==> src/rtl/ptat_ram.sv <==
`default_nettype none

module ptat_ram #(
   parameter int WIDTH = 8,
   parameter int DEPTH = 64,
   localparam int AW = (DEPTH > 1) ? $clog2(DEPTH) : 1
) (
   input  wire logic             clock,
   input  wire logic             wr_en,
   input  wire logic [AW-1:0]    wr_addr,
   input  wire logic [WIDTH-1:0] wr_data,
   input  wire logic             rd_en,
   input  wire logic [AW-1:0]    rd_addr,
   output logic      [WIDTH-1:0] rd_data
);

   logic [WIDTH-1:0] mem_ff [DEPTH];
   logic [WIDTH-1:0] rd_data_ff;

   always_ff @(posedge clock) begin
      if (wr_en) begin
         mem_ff[wr_addr] <= wr_data;
      end
      if (rd_en) begin
         rd_data_ff <= mem_ff[rd_addr];
      end
   end

   assign rd_data = rd_data_ff;

endmodule

`default_nettype wire

==> config.mk <==
export PLATFORM = sky130hd
export DESIGN_NAME = ptat_ram
export DESIGN_NICKNAME = d
export VERILOG_FILES = /design/src/rtl/ptat_ram.sv
export SDC_FILE = /design/constraint.sdc
export NUM_CORES = 1
export LEC_CHECK = 0
export ABC_AREA = 1
export BUFFER_PORTS_ARGS = -buffer_cell sky130_fd_sc_hd__buf_2
export CORE_UTILIZATION = 63
export CTS_CLUSTER_SIZE = 25
export DETAILED_ROUTE_END_ITERATION = 12
export GPL_ROUTABILITY_DRIVEN = 0
export PLACE_DENSITY = 0.81
export SYNTH_ARGS = -nofsm -noshare
export SYNTH_HDL_FRONTEND = slang
export SYNTH_SLANG_ARGS = --single-unit
export TNS_END_PERCENT = 10
==> constraint.sdc <==
create_clock -name clock -period 2.4 [get_ports clock]
set_input_delay 0.24 -clock clock [delete_from_list [all_inputs] [get_ports clock]]
set_output_delay 0.24 -clock clock [all_outputs]
set_load 0.02 [all_outputs]
==> results.yml <==
detailed_routing:
  vias_per_cell: 6.18
  ant_nets: 0
  drtPass1Iterations: 9
  vias: 14661
  drc: 0
  drt-initial-drc-count: 2031
  routedWlPerCell_um: 22.4
  wl_um: 53100
synthesis:
  syn_inst: 1805
  synth_top_area_share_pct: 72.9
  synth.avg_cell_area_sq_um: 11.9
  synthMuxAreaShare_pct: 0
  ys_ff_latch: 520
  yosysWarnings: 0
  synth_compound_area_share_pct: 0
  synth_top_family_by_area: "simple AND/OR/NAND/NOR gates"
  synth_adder_area_share_pct: 0
  ys_seq_area_share_pct: 72.9
  synth_cell_types: 15
  synth_area_leaders: "edfxtp_1, nand2_1, nand3_1, buf_6, nor2_1"
  synth_top_area_cell: "edfxtp_1"
  syn_nets: 1828
  syn_area_sq_um: 21400
  yosys.area_share.xor_xnor_pct: 0
  synth-simple-area-share_pct: 23.1
power:
  cellLeakagePower_nw: 8.79
  max-vdd-ir-drop_v: 0.000543
  pwr_density_cell_nw_per_um2: 773
  report.power.total_mw: 18.5
worst_setup_path:
  crit_path_end: "rd_data[1]"
  crit_path_start_kind: "primary input"
  cp.arrival_ps: 1970
  rrSetupSlack_ps: 980
  crit_path_start: "rd_addr[1]"
  reg2reg_depth: 8
  path_class: "primary input to register"
  critPathCaptureType: "register"
  r2r-start: "mem_ff[55][2]"
  worstPathMaxFanout: 45
  r2r-end: "rd_data[2]"
  cp.required_ps: 2710
clocking:
  cts.path.max_buffers: 3
  hold_buffers: 0
  cts_buffers: 49
  htree_levels: 2
  cts.sinks: 520
  tritoncts: "done"
  root_buffer: "clkbuf_16"
  cts_resized: 0
  post_cts.repair.setup_buffers: 0
  worst_skew_pair.late_latency_ps: 570
  path_clk_slew_ps: 60
sta:
  fin_crit_ps: 1660
  fmax_mhz: 603
  tns_ps: 0
  worst_pin_slew_ps: 944
  finalMaxSlewViolations: 0
  rsz0062_at_grt: "no"
  finalCritPeriodShare_pct: 69.1
  hold_viol: 0
  slew_headroom_pct: 37.1
  setup_slack_ps: 742
  finalSetupViolations: 0
  finalClockSkew_ps: 16.4
grt:
  top_usage_layer: "met2"
  grt_pass1_wl_um: 81200
  grt_pass1_vias: 14109
  track_usage_pct: 31.0
  grt_max_degree: 69
  antenna_found_initial: 1
  met3_usage_pct: 6.88
  grtUsageMet2_pct: 48.8
  grt_overflow_total: 0
  globalRouteMet1Util_pct: 41.0
die:
  start_util_pct: 63.9
  coreArea_sq_um: 33500
  chipHeight_um: 186
  fp.dieW_um: 186
  io-pin-count: 31
  rows: 67
  die_area_sq_um: 34700
finish:
  layout_commonest_cell: "nand2_1"
  fillCellCount: 2110
  layout_common_cells: "nand2_1, edfxtp_1, nand3_1"
  nNetsFinal: 1908
  final_cell_area_sq_um: 23900
  area_delta_synth_final_pct: 11.7
  layout-drive-gt1-share_pct: 11.0
placed_design:
  port_buffers: 30
  place_hpwl_um: 32100
  pre_cts_slack_ps: 232
  dpl_cell_area_sq_um: 22400
worst_hold_path:
  hp-class: "primary input to register"
flow_run:
  maxCapViolations: 0
run_status:
  status: "finished clean"
-- worst max-delay path, stage by stage --
cell and delay (ps):
buf_4 210, inv_4 290, buf_12 270, buf_4 200, nand3_1 70, nand3_1 70
nand2_1 110, nand2_1 140, nand3_1 100, nand3_1 110, nand2_1 60
-- layer usage --
layer,up-vias,wire (um)
met1,6986,19100
met3,158,6260
met5,-,0
met2,993,25300
met4,0,2490
li1,6524,-
-- worst min-delay path by stage --
stage / start / end / slack, ps / cells after the start
final: rd_en / rd_data[6] / 80 / 1
after global routing: rd_en / rd_data[6] / 50 / 1
after CTS: rd_en / rd_data[6] / 40 / 1
after floorplan: wr_data[0] / mem_ff[0][0] / 340 / 0
after global placement: rd_en / rd_data[7] / 630 / 1
after detailed placement: rd_en / rd_data[1] / 630 / 1
-- synthesized netlist by cell type (all sizes together) --
cell type	number
nand2	648
nor2	56
edfxtp	520
nand4	9
nor4	8
inv	12
nand3	439
clkbuf	15
buf	98
-- cell families after synthesis --
kind of cell,Yosys count
buffers and inverters,125
and+or+nand+nor,1160
DFF,520
-- power breakdown --
part | internal (mW) | switching, mW
registers | 10.1 | 0.0287
logic | 0.336 | 0.929
clock network | 3.98 | 3.16
-- per-stage QoR --
stage	utilization (%)	cells	hold slack, ps
final	71.4	2374	75.1
after global routing	71.4	2374	52.8
after CTS	71.4	2373	41.6
after detailed placement	66.9	2282	633
after global placement	66.9	2282	628
after floorplan	-	1805	339
-- state kept, by name, summed over array words and instances (netlist names) --
signal / cells
mem_ff: 512
rd_data: 8
-- area by class of cell --
| cell class | count | area [sq um] | area share (%) |
|---|---|---|---|
| Clock inverter | 30 | 163 | 0.680 |
| Antenna cell | 1 | 2.50 | 0.0105 |
| Inverter | 12 | 52.6 | 0.220 |
| Timing Repair Buffer | 142 | 1270 | 5.33 |
| Sequential cell | 520 | 15600 | 65.3 |
| Tap cell | 448 | 561 | 2.34 |
| Clock buffer | 61 | 1310 | 5.49 |
| Multi-Input combinational cell | 1160 | 4950 | 20.7 |
No activity file was read; power rests on OpenSTA's default activity.
